### config.mk
export PLATFORM = sky130hd
export DESIGN_NAME = acctilt_front
export DESIGN_NICKNAME = d
export VERILOG_FILES = /design/src/sv/acctilt_pkg.sv /design/src/sv/acctilt_front.sv
export SDC_FILE = /design/constraint.sdc
export NUM_CORES = 2
export LEC_CHECK = 0
export ABC_AREA = 1
export BUFFER_PORTS_ARGS = -buffer_cell sky130_fd_sc_hd__clkbuf_2
export CORE_UTILIZATION = 50
export DETAILED_ROUTE_END_ITERATION = 16
export HOLD_SLACK_MARGIN = 0.12
export PLACE_DENSITY = 0.8
export SETUP_SLACK_MARGIN = 0.5
export SYNTH_ARGS = -nofsm -noshare
export SYNTH_HDL_FRONTEND = slang
export SYNTH_SLANG_ARGS = --single-unit
### constraint.sdc
create_clock -name aclk -period 6.2 [get_ports aclk]
set_input_delay 0.62 -clock aclk [delete_from_list [all_inputs] [get_ports aclk]]
set_output_delay 0.62 -clock aclk [all_outputs]
set_load 0.005 [all_outputs]
### src/sv/acctilt_pkg.sv
// ----------------------------------------------------------------------------
// Tilt angle package
// Shared widths, item structures and the arctangent constant table.
// ----------------------------------------------------------------------------
package acctilt_pkg;

    localparam int ROTATION_STAGES = 16;
    localparam int MAX_STAGES      = 24;
    localparam int NSTAGES = (ROTATION_STAGES < MAX_STAGES) ? ROTATION_STAGES : MAX_STAGES;

    // sum of squares: up to 2^31, 32 bits; root with 8 fraction bits: 24 bits
    localparam int SUM_W  = 32;
    localparam int RAD_W  = SUM_W + 16;          // radicand, sum << 16
    localparam int ROOT_W = RAD_W / 2;           // 24 bits
    localparam int CV_W   = 27;                  // signed rotation vector width
    localparam int ANG_W  = 32;                  // signed angle, 30 fraction bits
    localparam int MAG_W  = 31;
    localparam int DEG_SHIFT = 46;
    localparam logic [28:0] DEG_SCALE = 29'd375493621;
    localparam int ANGLE_LIMIT = 9000;
    localparam int TILT_W = 15;

    typedef logic [ANG_W-1:0] atan_tab_t [MAX_STAGES];
    localparam atan_tab_t ATAN_Q30 = '{
        32'd843314857, 32'd497837829, 32'd263043837, 32'd133525159, 32'd67021687,
        32'd33543516, 32'd16775851, 32'd8388437, 32'd4194283, 32'd2097149,
        32'd1048576, 32'd524288, 32'd262144, 32'd131072, 32'd65536, 32'd32768,
        32'd16384, 32'd8192, 32'd4096, 32'd2048, 32'd1024, 32'd512, 32'd256, 32'd128
    };

    // one front-end item: numerators and sums of squares for both angles
    typedef struct packed {
        logic signed [15:0] num_x;
        logic signed [15:0] num_y;
        logic [SUM_W-1:0]   sum_x;
        logic [SUM_W-1:0]   sum_y;
    } front_item_t;

    typedef struct packed {
        logic signed [TILT_W-1:0] tilt_x;
        logic signed [TILT_W-1:0] tilt_y;
    } result_t;

endpackage

### src/sv/acctilt_front.sv
// ----------------------------------------------------------------------------
// Tilt front end
// Accept raw samples, form the squares and sums, and register one item.
// ----------------------------------------------------------------------------
module acctilt_front (
    input  logic                       aclk,
    input  logic                       aresetn,
    input  logic                       in_valid,
    output logic                       in_ready,
    input  logic signed [15:0]         ax,
    input  logic signed [15:0]         ay,
    input  logic signed [15:0]         az,
    output logic                       out_valid,
    input  logic                       out_ready,
    output acctilt_pkg::front_item_t   out_item
);
    import acctilt_pkg::*;

    logic        sq_valid_reg;
    logic [31:0] sqx_reg, sqy_reg, sqz_reg;
    logic signed [15:0] nx_reg, ny_reg;
    logic        sq_adv;
    logic        valid_reg;
    front_item_t item_reg;

    // stage 1 squares, stage 2 sums; stage 2 stalls on back-pressure, stage 1 only while it is also full
    assign sq_adv   = !valid_reg || out_ready;
    assign in_ready = !sq_valid_reg || sq_adv;

    always_ff @(posedge aclk) begin
        if (!aresetn) begin
            sq_valid_reg <= 1'b0;
            valid_reg    <= 1'b0;
        end else begin
            if (in_ready) sq_valid_reg <= in_valid;
            if (sq_adv)   valid_reg    <= sq_valid_reg;
        end
        if (in_ready && in_valid) begin
            sqx_reg <= 32'(ax * ax);
            sqy_reg <= 32'(ay * ay);
            sqz_reg <= 32'(az * az);
            nx_reg  <= ax;
            ny_reg  <= ay;
        end
        if (sq_adv && sq_valid_reg) begin
            item_reg.num_x <= nx_reg;
            item_reg.num_y <= ny_reg;
            item_reg.sum_x <= sqy_reg + sqz_reg;
            item_reg.sum_y <= sqx_reg + sqz_reg;
        end
    end

    assign out_valid = valid_reg;
    assign out_item  = item_reg;
endmodule

==> Word level (Yosys, flattened, before mapping) <==
Cells that the tools add are included.
{ "totals": {"register_bits": 226, "input_bits": 52, "output_inout_bits": 98, "elab_cells": 22} }
{ "classes": {"add_sub_neg": 2, "multipliers": 3, "reduce_logical": 6} }
{ "op_table": {"columns": ["op", "n"], "rows": [
  ["16-bit by 16-bit multiplier with 32-bit output", 3],
  ["32-bit adder", 2],
  ["1-bit logical AND", 2],
  ["1-bit logical NOT", 2],
  ["1-bit logical OR", 2]
]} }

==> Longest topological paths before layout <==
{ "depth": {"word_depth": 4, "mapped_depth": 27, "depth_no_buf": 26} }

==> Least setup slack after synthesis <==
Ideal clock, no wire load.
{ "synth_timing": {"path_kind": "input to register", "from": "input port ay[1]", "to": "register sqy_reg[31] (data pin)", "setup_time_ns": 0.252, "arrival_ns": 5.728, "required_time_ns": 5.948, "path_slack_ns": 0.220, "stages": 22, "path_buffers": 2, "cell_sequence": "clkbuf_1 > buf_1 > nand2_1 > inv_1 > fa_1 > fa_1 > fa_1 > fa_1 > fa_1 > inv_1 > fa_1 > inv_1 > ha_1 > nand2_2 > nor2_1 > inv_1 > nor3_1 > nand2_1 > inv_1 > nor2_1 > nand2_1 > nand2_1"} }
{ "synth_between": {"elab_chain_cells": 1} }
{ "synth_rtl": {"columns": ["item", "line", "source"], "rows": [
  ["start, declared", "acctilt_front.sv:11", "input logic signed [15:0] ay,"],
  ["16-bit by 16-bit multiplier with 32-bit output", "acctilt_front.sv:40", "sqy_reg <= 32'(ay * ay);"],
  ["end signal, assigned", "acctilt_front.sv:40", null],
  ["end, declared", "acctilt_front.sv:20", "logic [31:0] sqx_reg, sqy_reg, sqz_reg;"]
]} }
No other way between the ends.
A chain may end at the register's enable or synchronous reset.

==> Worst setup path in the final report <==
{ "layout_timing": {"from": "input port az[15]", "to": "register sqz_reg[28] (data pin)"} }
{ "layout_between": {"elab_chain_cells": 1} }
{ "layout_rtl": {"columns": ["item", "line", "source"], "rows": [
  ["start, declared", "acctilt_front.sv:12", "input logic signed [15:0] az,"],
  ["16-bit by 16-bit multiplier with 32-bit output", "acctilt_front.sv:41", "sqz_reg <= 32'(az * az);"],
  ["end signal, assigned", "acctilt_front.sv:41", null],
  ["end, declared", "acctilt_front.sv:20", null]
]} }
No other way between the ends.

==> results.md <==
Clock tree:
- The number of hold-repair buffers added at the cts stage is 0.
- TritonCTS built the clock tree.
- The clock insertion delay at the later pin of the skew report is roughly 600 ps.
- Clock-pin slew was measured on the worst setup and hold paths at around 70 ps.
- The maximum clock insertion buffer count is 3.
- Counting every sink on the clock net gives ~220.
- Clock tree synthesis selected as its root buffer the cell clkbuf_16.
- In this run, CTS created clock tree buffers numbering 26.
- The H-tree depth is 1.

Global routing:
- For this run, global-route usage on met1 was measured as 0.3208.
- For met2 alone, demand over resource in global routing was 0.4226.
- The number of antenna violations at the first check in global routing is 2.
- In the global route stage, overall resource usage came out at 0.2446.
- The maximum number of pins on one net before global-route repair is a little under 60.
- The routing usage on met3 is 0.02544.
- Summed over all layers, the global routing overflow is 0.
- The layer with the highest usage is met2.
- The via count of the first global-routing pass came to approximately 33k.
- The first global-routing pass estimated ~160 mm of wire.

Worst setup path:
- The data required time of the worst path is between 6000 and 7000 ps.
- The critical path class is in -> reg.
- Walking the worst path, the cells encountered are clkbuf_4 -> nand2_1 -> inv_1 -> fa_2 -> fa_2 -> buf_4 -> fa_1 -> fa_1 -> fa_1 -> fa_1 -> ha_1 -> nand2_1 -> nor2_1 -> nand2_1 -> nor3_1 -> nand2_1 -> nand4_1 -> nand2_1.
- The type of element capturing the critical path is a flip-flop.
- The number of buffers and inverters on the critical path is 3.
- The endpoint arrival time on the critical path is about 5800 ps.
- The slowest cell on the critical path is fa_2.
- The largest fanout on the critical path is 17.
- The worst setup path is launched from an input pin.
- The kind of cell adding the most delay to the critical path is adder cells.
- The most numerous cell type found on the critical path is nand2_1.
- The peak per-stage delay on the critical path is around 670 ps.

Synth:
- The yosys synthesis warning count is 0.
- Synthesis produced a netlist with a net count of around 6.1k.
- The count of flip-flops with a built-in enable after synthesis is between 200 and 250.
- After synthesis the cells add up to roughly 0.040 mm2.
- The count of mapped cells out of synthesis is about 5k.
- The biggest area contributor in the post-synthesis netlist is fa_1.
- The sequential-to-total area share from yosys stat is 0.1635.
- Yosys attributes the largest share of cell area to fa_1 (35%), edfxtp_1 (16%), inv_1 (14%).
- The average cell area after synthesis is roughly 8 um2.
- The share of flip-flops with an asynchronous set or reset after synthesis is 0.
- The share of synthesized area in the top cell type comes to 0.3464.
- The most instantiated flip-flop cell in the synthesis netlist is edfxtp_1.
- In this run, synthesis produced a sequential element count of 221.
- Synthesis instantiated 39 different standard cells from the library.

Flow run:
- The count of max-cap constraint violations is 0.

Place:
- In this run the tool buffered the top-level ports with around 150 buffer cells.
- The worst slack after detailed placement is about 25 ps.
- The weighted congestion reported at the end of routability-driven placement is 1.015.
- The half-perimeter wire length after detailed placement is approximately 84 mm.

STA:
- The remaining max-slew budget at the tightest pin is 0.3749.
- The post-route worst setup slack is approximately 700 ps.
- In the finished design, the share of the clock period the worst path needs comes to 0.8850.
- The minimum period implied by the final worst setup slack is between 5000 and 6000 ps.
- The number of pins exceeding their max-slew limit in the final report was 0.
- The maximum frequency from static timing analysis is approximately 180 MHz.
- The largest clock skew in the final design is roughly 35 ps.
- The count of endpoints failing setup in the final report is 0.
- Setup repair after global routing left no endpoint under its margin.
- The actual transition at the worst max-transition pin is roughly 940 ps.
- The final-report hold violation count is 0.
- Setup total negative slack on the finished layout was measured at 0 ps.

Layout:
- The total area of multi-input combinational cells is approximately 0.028 mm2.
- The net count reported at finish is slightly above 6k.
- Counting the fill cells in the layout gives 7096.
- Registers take around 0.0066 mm2.
- The register with the most flip-flops in the layout has 96 of them.
- The fraction of layout cells with a size suffix above 1 is 0.07318.
- From synthesis to final layout, the design area changed by 8.116%.
- The number of antenna diodes in the final layout is 0.

Drt:
- The first routing iteration left around 2.1k violations.
- In the final routed layout, each cell accounts on average for approximately 16 um.
- The number of nets with antenna violations after routing is 0.
- The number of vias in the routed layout is between 30k and 40k.
- After detailed routing, the number of vias per cell comes to 5.016.
- After detailed routing, the number of remaining DRC violations is 0.
- Wires add up to ~96 mm.
- The number of iterations in the first detailed-routing pass is 6.

Die:
- After floorplanning, the core was sized to cover 0.07952 mm2.
- During I/O placement, the number of pins put on the boundary was 150.
- The height of the die is around 290 um.
- The die covers around 0.082 mm2.
- The number of placement rows is 103.
- For this configuration, the core starts out at a cell density of 0.5088.
- The floorplan step set the die width to about 290 um.

Min path:
- The type of the most critical hold path is in -> reg.

Status:
- The run finished with clean final reports.
-- cell families (layout without fill, tap and decap cells) --
kind of cell	count (synthesis)	after routing	synth area share
and+or+nand+nor	1821	1821	0.1859
buffers and inverters	1582	1757	0.1468
adders and majority gates	1029	1029	0.4481
DFF	221	221	0.1635
AOI/OAI and AO/OA	206	206	0.03003
xor gates and xnor gates	118	118	0.02555
-- cells in the final DEF, fill, tap and decap left out, types with 4 or more instances in the layout --
master | Yosys | routed
o21ai_0 | 22 | 22
a31o_2 | 5 | 5
nand3_2 | 11 | 12
a21oi_1 | 115 | 114
nand3_1 | 167 | 166
nor3_2 | 5 | 5
a21o_1 | 7 | 7
clkbuf_16 | 0 | 26
o21bai_1 | 40 | 40
inv_2 | 8 | 8
or2_2 | 7 | 7
nand2_2 | 22 | 23
nand3b_1 | 10 | 10
nand2_1 | 1281 | 1280
buf_4 | 0 | 76
edfxtp_1 | 219 | 219
nor2_2 | 19 | 19
nor2_1 | 201 | 201
buf_2 | 0 | 4
nand4_1 | 51 | 51
clkbuf_2 | 0 | 140
a21oi_2 | 5 | 5
bufinv_16 | 0 | 4
xor2_1 | 104 | 104
ha_1 | 329 | 327
clkinv_1 | 3 | 4
inv_6 | 0 | 5
o21ai_1 | 4 | 4
fa_1 | 700 | 693
clkbuf_4 | 0 | 5
fa_2 | 0 | 7
xnor2_1 | 14 | 14
and2_1 | 4 | 4
nor3_1 | 36 | 36
inv_1 | 1471 | 1470
-- cells in the mapped netlist (2+ instances only) --
library cell	instances
or2_2	7
buf_1	2
o21bai_2	2
nand3_2	11
clkbuf_1	98
fa_1	700
nor2_1	201
inv_2	8
o21bai_1	40
dfxtp_1	2
xor2_1	104
nor3_1	36
o21ai_1	4
clkinv_1	3
o21ai_0	22
a21o_1	7
inv_1	1471
nor2_4	3
a21oi_2	5
o21ai_2	2
nor2_2	19
xnor2_1	14
edfxtp_1	219
nand2_1	1281
nand3_1	167
a21oi_1	115
and2_1	4
ha_1	329
a31o_2	5
nor4_1	2
nor3_2	5
nand2_2	22
o21a_1	2
nand3b_1	10
nand4_1	51
-- per-layer routing --
metal	up-vias	part of all wire
met2	965	0.48
met5	-	0
met1	15079	0.42
met3	193	0.060
met4	0	0.037
li1	14875	-
-- through the flow --
stage	area, um2	instances	hold WS, ps	utilization
after floorplan	40520	4977	400.3	-
after global placement	42750	6150	400.2	0.5376
after detailed placement	42750	6150	405.4	0.5376
after CTS	43670	6198	233.7	0.5493
after global routing	43740	6202	283.2	0.5501
final	43740	6202	251.1	0.5501
-- tightest hold or removal path, cell delays in order --
cell,delay (ps)
clkbuf_2,80
inv_1,60
a21oi_1,40
-- final timing paths --
check / start / endpoint / depth (start not counted) / slack [ps]
max: az[15] / sqz_reg[28] / 18 / 710
min: aresetn / sq_valid_reg / 3 / 250
max reg2reg: sqz_reg[7] / out_item[45] / 8 / 3750
min reg2reg: nx_reg[11] / out_item[91] / 0 / 410
-- layout make-up --
| class | count | share of cell area |
|---|---|---|
| Sequential cell | 221 | 0.1513 |
| Timing Repair Buffer | 227 | 0.03130 |
| Multi-Input combinational cell | 3174 | 0.6390 |
| Tap cell | 1050 | 0.03004 |
| Clock buffer | 30 | 0.01591 |
| Inverter | 1482 | 0.1272 |
| Clock inverter | 18 | 0.005264 |
-- what timing repair did --
item	4_1_cts	5_1_grt
gates resized for setup	0	20
setup endpoints to repair	0	19
setup buffers	0	4
Power is left out: the tool's default activity adds up to more than one toggle a clock period on the data nets, which glitch-free logic cannot reach.
