[src/sv/acctilt_pkg.sv]
// ----------------------------------------------------------------------------
// Tilt angle package
// Shared widths, item structures and the arctangent constant table.
// ----------------------------------------------------------------------------
package acctilt_pkg;

    localparam int ROTATION_STAGES = 16;
    localparam int MAX_STAGES      = 24;
    localparam int NSTAGES = (ROTATION_STAGES < MAX_STAGES) ? ROTATION_STAGES : MAX_STAGES;

    // sum of squares: up to 2^31, 32 bits; root with 8 fraction bits: 24 bits
    localparam int SUM_W  = 32;
    localparam int RAD_W  = SUM_W + 16;          // radicand, sum << 16
    localparam int ROOT_W = RAD_W / 2;           // 24 bits
    localparam int CV_W   = 27;                  // signed rotation vector width
    localparam int ANG_W  = 32;                  // signed angle, 30 fraction bits
    localparam int MAG_W  = 31;
    localparam int DEG_SHIFT = 46;
    localparam logic [28:0] DEG_SCALE = 29'd375493621;
    localparam int ANGLE_LIMIT = 9000;
    localparam int TILT_W = 15;

    typedef logic [ANG_W-1:0] atan_tab_t [MAX_STAGES];
    localparam atan_tab_t ATAN_Q30 = '{
        32'd843314857, 32'd497837829, 32'd263043837, 32'd133525159, 32'd67021687,
        32'd33543516, 32'd16775851, 32'd8388437, 32'd4194283, 32'd2097149,
        32'd1048576, 32'd524288, 32'd262144, 32'd131072, 32'd65536, 32'd32768,
        32'd16384, 32'd8192, 32'd4096, 32'd2048, 32'd1024, 32'd512, 32'd256, 32'd128
    };

    // one front-end item: numerators and sums of squares for both angles
    typedef struct packed {
        logic signed [15:0] num_x;
        logic signed [15:0] num_y;
        logic [SUM_W-1:0]   sum_x;
        logic [SUM_W-1:0]   sum_y;
    } front_item_t;

    typedef struct packed {
        logic signed [TILT_W-1:0] tilt_x;
        logic signed [TILT_W-1:0] tilt_y;
    } result_t;

endpackage

[src/sv/acctilt_fifo.sv]
// ----------------------------------------------------------------------------
// Tilt item queue
// Two-entry queue that decouples the front end from the rotation pipeline.
// ----------------------------------------------------------------------------
module acctilt_fifo (
    input  logic                     aclk,
    input  logic                     aresetn,
    input  logic                     in_valid,
    output logic                     in_ready,
    input  acctilt_pkg::front_item_t in_item,
    output logic                     out_valid,
    input  logic                     out_ready,
    output acctilt_pkg::front_item_t out_item
);
    import acctilt_pkg::*;

    front_item_t mem_reg [2];
    logic       wp_reg, rp_reg;
    logic [1:0] cnt_reg;
    logic       wr, rd;

    assign in_ready  = (cnt_reg != 2'd2);
    assign out_valid = (cnt_reg != 2'd0);
    assign out_item  = mem_reg[rp_reg];
    assign wr = in_valid && in_ready;
    assign rd = out_valid && out_ready;

    always_ff @(posedge aclk) begin
        if (!aresetn) begin
            wp_reg  <= 1'b0;
            rp_reg  <= 1'b0;
            cnt_reg <= 2'd0;
        end else begin
            if (wr) wp_reg <= !wp_reg;
            if (rd) rp_reg <= !rp_reg;
            cnt_reg <= cnt_reg + 2'(wr) - 2'(rd);
        end
        if (wr) mem_reg[wp_reg] <= in_item;
    end
endmodule

[config.mk]
export PLATFORM = sky130hd
export DESIGN_NAME = acctilt_fifo
export DESIGN_NICKNAME = d
export VERILOG_FILES = /design/src/sv/acctilt_pkg.sv /design/src/sv/acctilt_fifo.sv
export SDC_FILE = /design/constraint.sdc
export NUM_CORES = 1
export LEC_CHECK = 0
export BUFFER_PORTS_ARGS = -buffer_cell sky130_fd_sc_hd__buf_2
export CAP_MARGIN = 10
export CORE_ASPECT_RATIO = 1.75
export CORE_MARGIN = 4
export CORE_UTILIZATION = 43
export CTS_BUF_LIST = sky130_fd_sc_hd__clkbuf_4
export CTS_CLUSTER_DIAMETER = 200
export DETAILED_ROUTE_END_ITERATION = 6
export PLACE_DENSITY = 0.72
export SYNTH_ARGS = -nofsm -noshare
export SYNTH_HDL_FRONTEND = slang
export SYNTH_SLANG_ARGS = --single-unit
[constraint.sdc]
create_clock -name aclk -period 10.25 [get_ports aclk]
set_input_delay 2.05 -clock aclk [delete_from_list [all_inputs] [get_ports aclk]]
set_output_delay 2.05 -clock aclk [all_outputs]
set_load 0.005 [all_outputs]
After elaboration in Yosys (flattened, before gate mapping)

Memory sizes are Yosys's and may differ from the RTL's. A register that Yosys moved wholly into a read port is not among the register bits.
Index checks and enable logic that the tools add are counted.
Widths: inputs -> output; s select.

Bitwise gates (word level): 0
Reductions and logical operators: 5
Magnitude comparators: 0
$mul: 0
Eq/ne operators: 1
Add/sub/neg operators: 2
Div/mod/pow operators: 0
Shift-type cells: 0
Multiplexer cells: 4

Operators by type and width:

| operator           | count |
|---|---|
| $mux 1             | 4 |
| $add 2x1->2        | 1 |
| $logic_and 1x1->1  | 2 |
| $logic_not 1->1    | 2 |
| $ne 2x2->1 const B | 1 |
| $reduce_bool 2->1  | 1 |
| $sub 2x1->2        | 1 |

Memories: 1
Output and inout bits: 98
Bits in latches: 0
Memory bits (read-only): 0
Register bits after elaboration: 4
Logic and storage cells: 16
Input port bits: 100
Bits in writable memories: 192

Memories:

| memory  | words | bits a word | read ports | clocked after Yosys merged registers in | write ports | RTL line           | RTL |
|---|---|---|---|---|---|---|---|
| mem_reg | 2     | 96          | 1          | 1                                       | 1           | acctilt_fifo.sv:17 | `front_item_t mem_reg [2];` |

Logic depth before layout (Yosys ltp)

Gate-level depths: netlist of the first run.

Depth after elaboration: 4
Depth in mapped cells: 6
Depth with buffers taken out: 6

Worst setup path before layout of the first run

No wires, ideal clock.

Path kind: input port to flip-flop
Start point: input port in_valid
End point: memory mem_reg[1][0] in the netlist's numbering, enable pin
Setup time: 0.466 ns
Data required time: 9.784 ns
Cell stages on the path: 1
Buffers on the path: 0
Path slack: 5.458 ns
Arrival: 4.326 ns
Path through: and3_1

Word-level cells in the longest chain between the ends: 3

RTL lines:

| item                         | RTL line           | RTL |
|---|---|---|
| start: declaration           | acctilt_fifo.sv:8  | `input logic in_valid,` |
| $logic_and 1x1->1            | acctilt_fifo.sv:25 | `assign wr = in_valid && in_ready;` |
| $mux 1                       | acctilt_fifo.sv:38 | `if (wr) mem_reg[wp_reg] <= in_item;` |
| $mux 1 (implied by the code) | acctilt_fifo.sv:38 |  |
| end: declaration             | acctilt_fifo.sv:17 |  |

No other way between the ends.

==> summary.md, run 1 <==
| Metric | Value |
|---|---|
| Synth async-reset ratio | `0` |
| Switching share of power | `0.266` |
| Wire length of the first global-routing pass | `21,200 um` |
| Synthesized instance count | `329` |
| H-tree levels | `4` |
| CTS tree | `done` |
| Clock latency on the worst-skew pair | `550 ps` |
| Setup violators final | `0` |
| Nets | `638` |
| Sink Count | `197` |
| Top-count cell post-synth | `edfxtp_1` |
| Critical Path Start Type | `flop` |
| Largest net degree at the start of global routing | `60` |
| RSZ-0062 raised after global routing | `false` |
| Cell area after synthesis | `7390 sq um` |
| Worst Clk Skew | `23.6 ps` |
| R2R depth | `4` |
| Most instantiated cells after synthesis | `edfxtp_1, mux2_2, mux2_4, buf_2, dfxtp_1` |
| Largest register FFs | `192` |
| Worst Hold Class | `reg -> reg` |
| WL final | `14,300 um` |
| Worst setup margin | `5470 ps` |
| GP Congestion | `0.782` |
| FF+latch count, synth | `197` |
| Setup_tns | `0 ps` |
| Hold-fix buffers at CTS | `0` |
| Post-CTS sizing | `0` |
| DRC Markers | `0` |
| Clk buf depth | `2` |
| LEAKAGE | `3.32 nW` |
| Tot GR Track Use | `0.148` |
| Worst-path clk slew | `160 ps` |
| Clock share of power | `0.205` |
| Syn Nets | `430` |
| Finished Layout Cells | `779` |
| Layout cells sized above 1 | `0.605` |
| Max-Cap Viols | `0` |
| Vias in the first global route | `4,152` |
| Worst hold path cell count | `2` |
| Detail Route Antenna Nets | `0` |
| Fin crit share | `0.466` |
| Pins over their slew limit | `0` |
| Hold slack final | `536 ps` |
| CP arrival | `2730 ps` |
| P_int | `0.00129 W` |
| Period minus WS final | `4780 ps` |
| Area grow syn2layout | `19.3%` |
| Postcts setup bufs | `0` |
| Relative slew slack | `0.423` |
| DP Cell Count | `745` |
| Cts bufs inserted | `17` |
| Finished Cell Area | `8820 sq um` |
| Via count | `3,772` |
| Post-synth top area cell | `edfxtp_1` |
| Crit Path Max Fanout | `55` |
| Outcome | `finished clean` |
| Power per standard cell area | `199 nW/um^2` |
| WL/cell | `18.3 um` |
| CORE AREA | `16,900 sq um` |
| Die Y | `181 um` |
| Slew @ Worst Pin | `866 ps` |
| VDD IR max | `105 uV` |
| Post-DP HPWL | `9870 um` |
| Antenna violations before repair | `4` |
| Sequential power share | `0.580` |
| Post-synth EDFFs | `192` |
| CTS Root Cell | `clkbuf_4` |
| Syn_area_per_cell | `22.5 sq um` |
| Crit end category | `output pin` |
| Row count | `63` |
| Final Hold Vio Count | `0` |
| Register area share after synthesis | `0.794` |
| Maximum clock rate | `209 MHz` |
| Detailed-route vias per instance | `4.84` |
| Combinational Power Share | `0.215` |
| Die X-Extent | `107 um` |
| Synth Flop Type | `edfxtp_1` |
| Net Switching | `0.000468 W` |
| Buffers added on ports | `197` |
| Synth Warn # | `0` |
| DRT Pass-1 Iters | `4` |
| Worst Setup Path Type | `reg -> out` |
| Gr ovfl total | `0` |
| Pre-CTS setup slack | `6050 ps` |
| Post-synthesis cell type count | `27` |
| Critical path required time | `8200 ps` |
| Share of the synthesized area in the top cell type | `0.780` |
| Initial DRC count | `97` |
| Num ports | `198` |
| Synth top area cells | `edfxtp_1, mux2_2, mux2_4` |
| Area after DPL | `8560 sq um` |
| Initial core utilization | `0.436` |
| Die area | `19,400 sq um` |
| Fillcell total | `1,389` |
-- layer usage --
metal,global-route usage,part of all wire,vias up
li1,-,-,1728
met1,0.129,0.32,1883
met2,0.291,0.59,128
met3,0.0402,0.053,29
met4,0.0809,0.036,4
met5,0,0.00098,-
-- power groups by stage --
stage | Sequential, W | Combinational, W | Clock, W
after floorplan | 0.00102 | 0.000267 | 0
after global placement | 0.00103 | 0.000376 | 0
after detailed placement | 0.00104 | 0.000384 | 0
after CTS | 0.00102 | 0.000386 | 0.000382
after global routing | 0.00103 | 0.000408 | 0.000415
final | 0.00102 | 0.000377 | 0.000361
-- path summary, 6_finish.rpt --
kind	from	end	slack (ps)
worst max register to register	cnt_reg[0]	mem_reg[0][36]	7830
worst max-delay path	flop	out_item[34]	5470
worst min register to register	rp_reg	rp_reg	540
worst min-delay path	rp_reg	rp_reg	540
-- cell families (layout without fill, tap and decap cells) --
logic type,after synthesis,in the layout,synth area share
AO/OA/AOI/OAI,6,6,0.00592
XOR/XNOR,1,1,0.00119
adder cells (fa/ha/maj),1,1,0.00169
buffers and inverters,13,234,0.0188
flip-flops,197,197,0.794
multiplexers,96,96,0.167
other,0,2,0
AND/OR/NAND/NOR,15,15,0.0124
-- cell type report --
| class | instances | area, sq um | area share |
|---|---|---|---|
| Antenna cell | 2 | 5.00 | 0.000567 |
| Inverter | 2 | 10.0 | 0.00113 |
| Clock inverter | 15 | 125 | 0.0142 |
| Clock buffer | 17 | 128 | 0.0145 |
| Tap cell | 227 | 284 | 0.0322 |
| Timing Repair Buffer | 200 | 1010 | 0.114 |
| Multi-Input combinational cell | 119 | 1390 | 0.158 |
| Sequential cell | 197 | 5870 | 0.665 |
-- worst max-delay path, cell delays in order, from the launching register on --
cell and delay [ps]:
dfxtp_4 770, buf_4 790, mux2_2 420, buf_2 130
-- through the flow --
stage	utilization	power, W
after floorplan	-	0.00128
after global placement	0.505	0.00141
after detailed placement	0.505	0.00142
after CTS	0.520	0.00179
after global routing	0.521	0.00185
final	0.521	0.00176
-- cells in the final DEF, fill, tap and decap left out, types with 3 or more instances in the layout --
master    netlist  final
buf_4           0      3
clkinv_4        0      4
mux2_2         56     56
nor2_1          4      4
dfxtp_1         5      4
clkbuf_4        0     17
mux2_4         40     40
buf_2           5    197
inv_6           0      4
edfxtp_1      192    192
Note: power is estimated with default switching activity, not from simulation.
==> run 2, diff against run 1 <==
PLACE_DENSITY = 0.75   (was 0.72)
clock period = 3.9 ns   (was 10.25 ns; I/O delays follow)
==> run 2 against run 1 <==
First-iteration DRC count increased by 49%. Combinational power grew to 2.6 times the previous value. Cell count grew 0.26%. Die area unchanged. Clock power increased to 3.2 times the previous value. Sequential power increased to 2.6 times the previous value. Total power grew to 2.7 times the previous value. Global-route usage rose by 0.41 points. Worst setup slack got worse by 4700 ps. Sequential cell count unchanged.
==> summary.md, run 2 (synthesis gave the netlist of run 1 again) <==
| Metric | Value |
|---|---|
| Initial DRC count | `145` |
| Power per standard cell area | `541 nW/um^2` |
| WL/cell | `18.6 um` |
| Fin crit share | `0.807` |
| Die area | `19,400 sq um` |
| Sink Count | `197` |
| Finished Layout Cells | `781` |
| Gr ovfl total | `0` |
| Num ports | `198` |
| Maximum clock rate | `318 MHz` |
| Pins over their slew limit | `0` |
| Crit path max-delay family | `flip-flops` |
| Postcts setup bufs | `0` |
| Area grow syn2layout | `20.8%` |
| Relative slew slack | `0.430` |
| Detail Route Antenna Nets | `0` |
| Worst R2R Start | `cnt_reg[0]` |
| Cells along the critical path | `buf_4 -> mux2_2 -> buf_2` |
| Post-CTS sizing | `0` |
| Vias in the first global route | `4,011` |
| Antenna violations before repair | `4` |
| Hold-fix buffers at CTS | `0` |
| Via count | `3,726` |
| Critical path required time | `3120 ps` |
| Fillcell total | `1,385` |
| Total power draw | `0.00483 W` |
| CTS tree | `done` |
| Largest net degree at the start of global routing | `64` |
| Buffers added on ports | `197` |
| Largest register FFs | `192` |
| Switching share of power | `0.254` |
| CP arrival | `2370 ps` |
| Worst Setup Path Type | `reg -> out` |
| Die Y | `181 um` |
| Pre-CTS setup slack | `1320 ps` |
| Clk buf depth | `2` |
| Worst path buffer plus inverter count | `2` |
| WL final | `14,500 um` |
| Cts bufs inserted | `17` |
| Final core occ | `0.527` |
| DP Cell Count | `748` |
| Post-DP HPWL | `10,300 um` |
| Worst-path clk slew | `170 ps` |
| Row count | `63` |
| Net Switching | `0.00123 W` |
| Max-Cap Viols | `0` |
| Critical Path Start Type | `flop` |
| Combinational Power Share | `0.206` |
| Commonest non-fill, non-tap cells in the layout | `buf_2, edfxtp_1, mux2_2, mux2_4, clkbuf_4` |
| Initial core utilization | `0.436` |
| Worst Hold Class | `in -> reg` |
| VDD IR max | `317 uV` |
| Final Hold Vio Count | `0` |
| Worst setup margin | `751 ps` |
| Slew @ Worst Pin | `855 ps` |
| Die X-Extent | `107 um` |
| CTS Root Cell | `clkbuf_4` |
| Crit end category | `output pin` |
| CORE AREA | `16,900 sq um` |
| Wire length of the first global-routing pass | `21,800 um` |
| Outcome | `finished clean` |
| Worst Hold Launch | `in_item[0]` |
| LEAKAGE | `3.37 nW` |
| Clock share of power | `0.237` |
| Clock latency on the worst-skew pair | `550 ps` |
| DRC Markers | `0` |
| Max incr delay on CP | `880 ps` |
| Setup violators final | `0` |
| GP Congestion | `0.776` |
| Tot GR Track Use | `0.152` |
| Period minus WS final | `3150 ps` |
| Worst Clk Skew | `23.7 ps` |
| Most common cell after layout, fill and taps aside | `buf_2` |
| H-tree levels | `4` |
| Setup_tns | `0 ps` |
| Sequential power share | `0.557` |
| Detailed-route vias per instance | `4.77` |
| Crit Path Max Fanout | `47` |
| RSZ-0062 raised after global routing | `false` |
| Nets | `641` |
| Layout cells sized above 1 | `0.609` |
| CP max-delay cell | `dfxtp_4` |
| DRT Pass-1 Iters | `4` |
| P_int | `0.00360 W` |
-- run 2: final timing paths --
check                                       to  cells past startpoint  slack (ps)
worst min register to register          rp_reg                      2         530
worst max register to register  mem_reg[0][74]                      4        1760
worst max-delay path               out_item[5]                      3         750
worst min-delay path             mem_reg[1][0]                      1         400
-- run 2: per-stage QoR --
step / hold WS (ps) / instance area [sq um]
final: 395 / 8930
after global routing: 316 / 8930
after CTS: 315 / 8920
after detailed placement: 495 / 8610
after global placement: 485 / 8610
after floorplan: 472 / 7390
-- run 2: per-layer routing --
layer,track usage,part of all wire,up-vias
met1,0.153,0.34,1836
li1,-,-,1729
met2,0.278,0.57,127
met5,0,0.0032,-
met4,0.0712,0.027,6
met3,0.0491,0.061,28
-- run 2: power groups by stage --
stage / Clock [W] / Sequential [W] / Combinational (W)
final: 0.00114 / 0.00269 / 0.000995
after global placement: 0 / 0.00273 / 0.000991
after CTS: 0.00119 / 0.00270 / 0.00102
after global routing: 0.00128 / 0.00272 / 0.00108
after floorplan: 0 / 0.00267 / 0.000701
after detailed placement: 0 / 0.00275 / 0.00102
-- run 2: layout make-up --
cell class	instances	area (sq um)	share of cell area
Tap cell	227	284	0.0318
Antenna cell	1	2.50	0.000280
Inverter	2	10.0	0.00112
Clock buffer	19	143	0.0160
Clock inverter	13	170	0.0191
Timing Repair Buffer	203	1060	0.118
Multi-Input combinational cell	119	1390	0.156
Sequential cell	197	5870	0.657
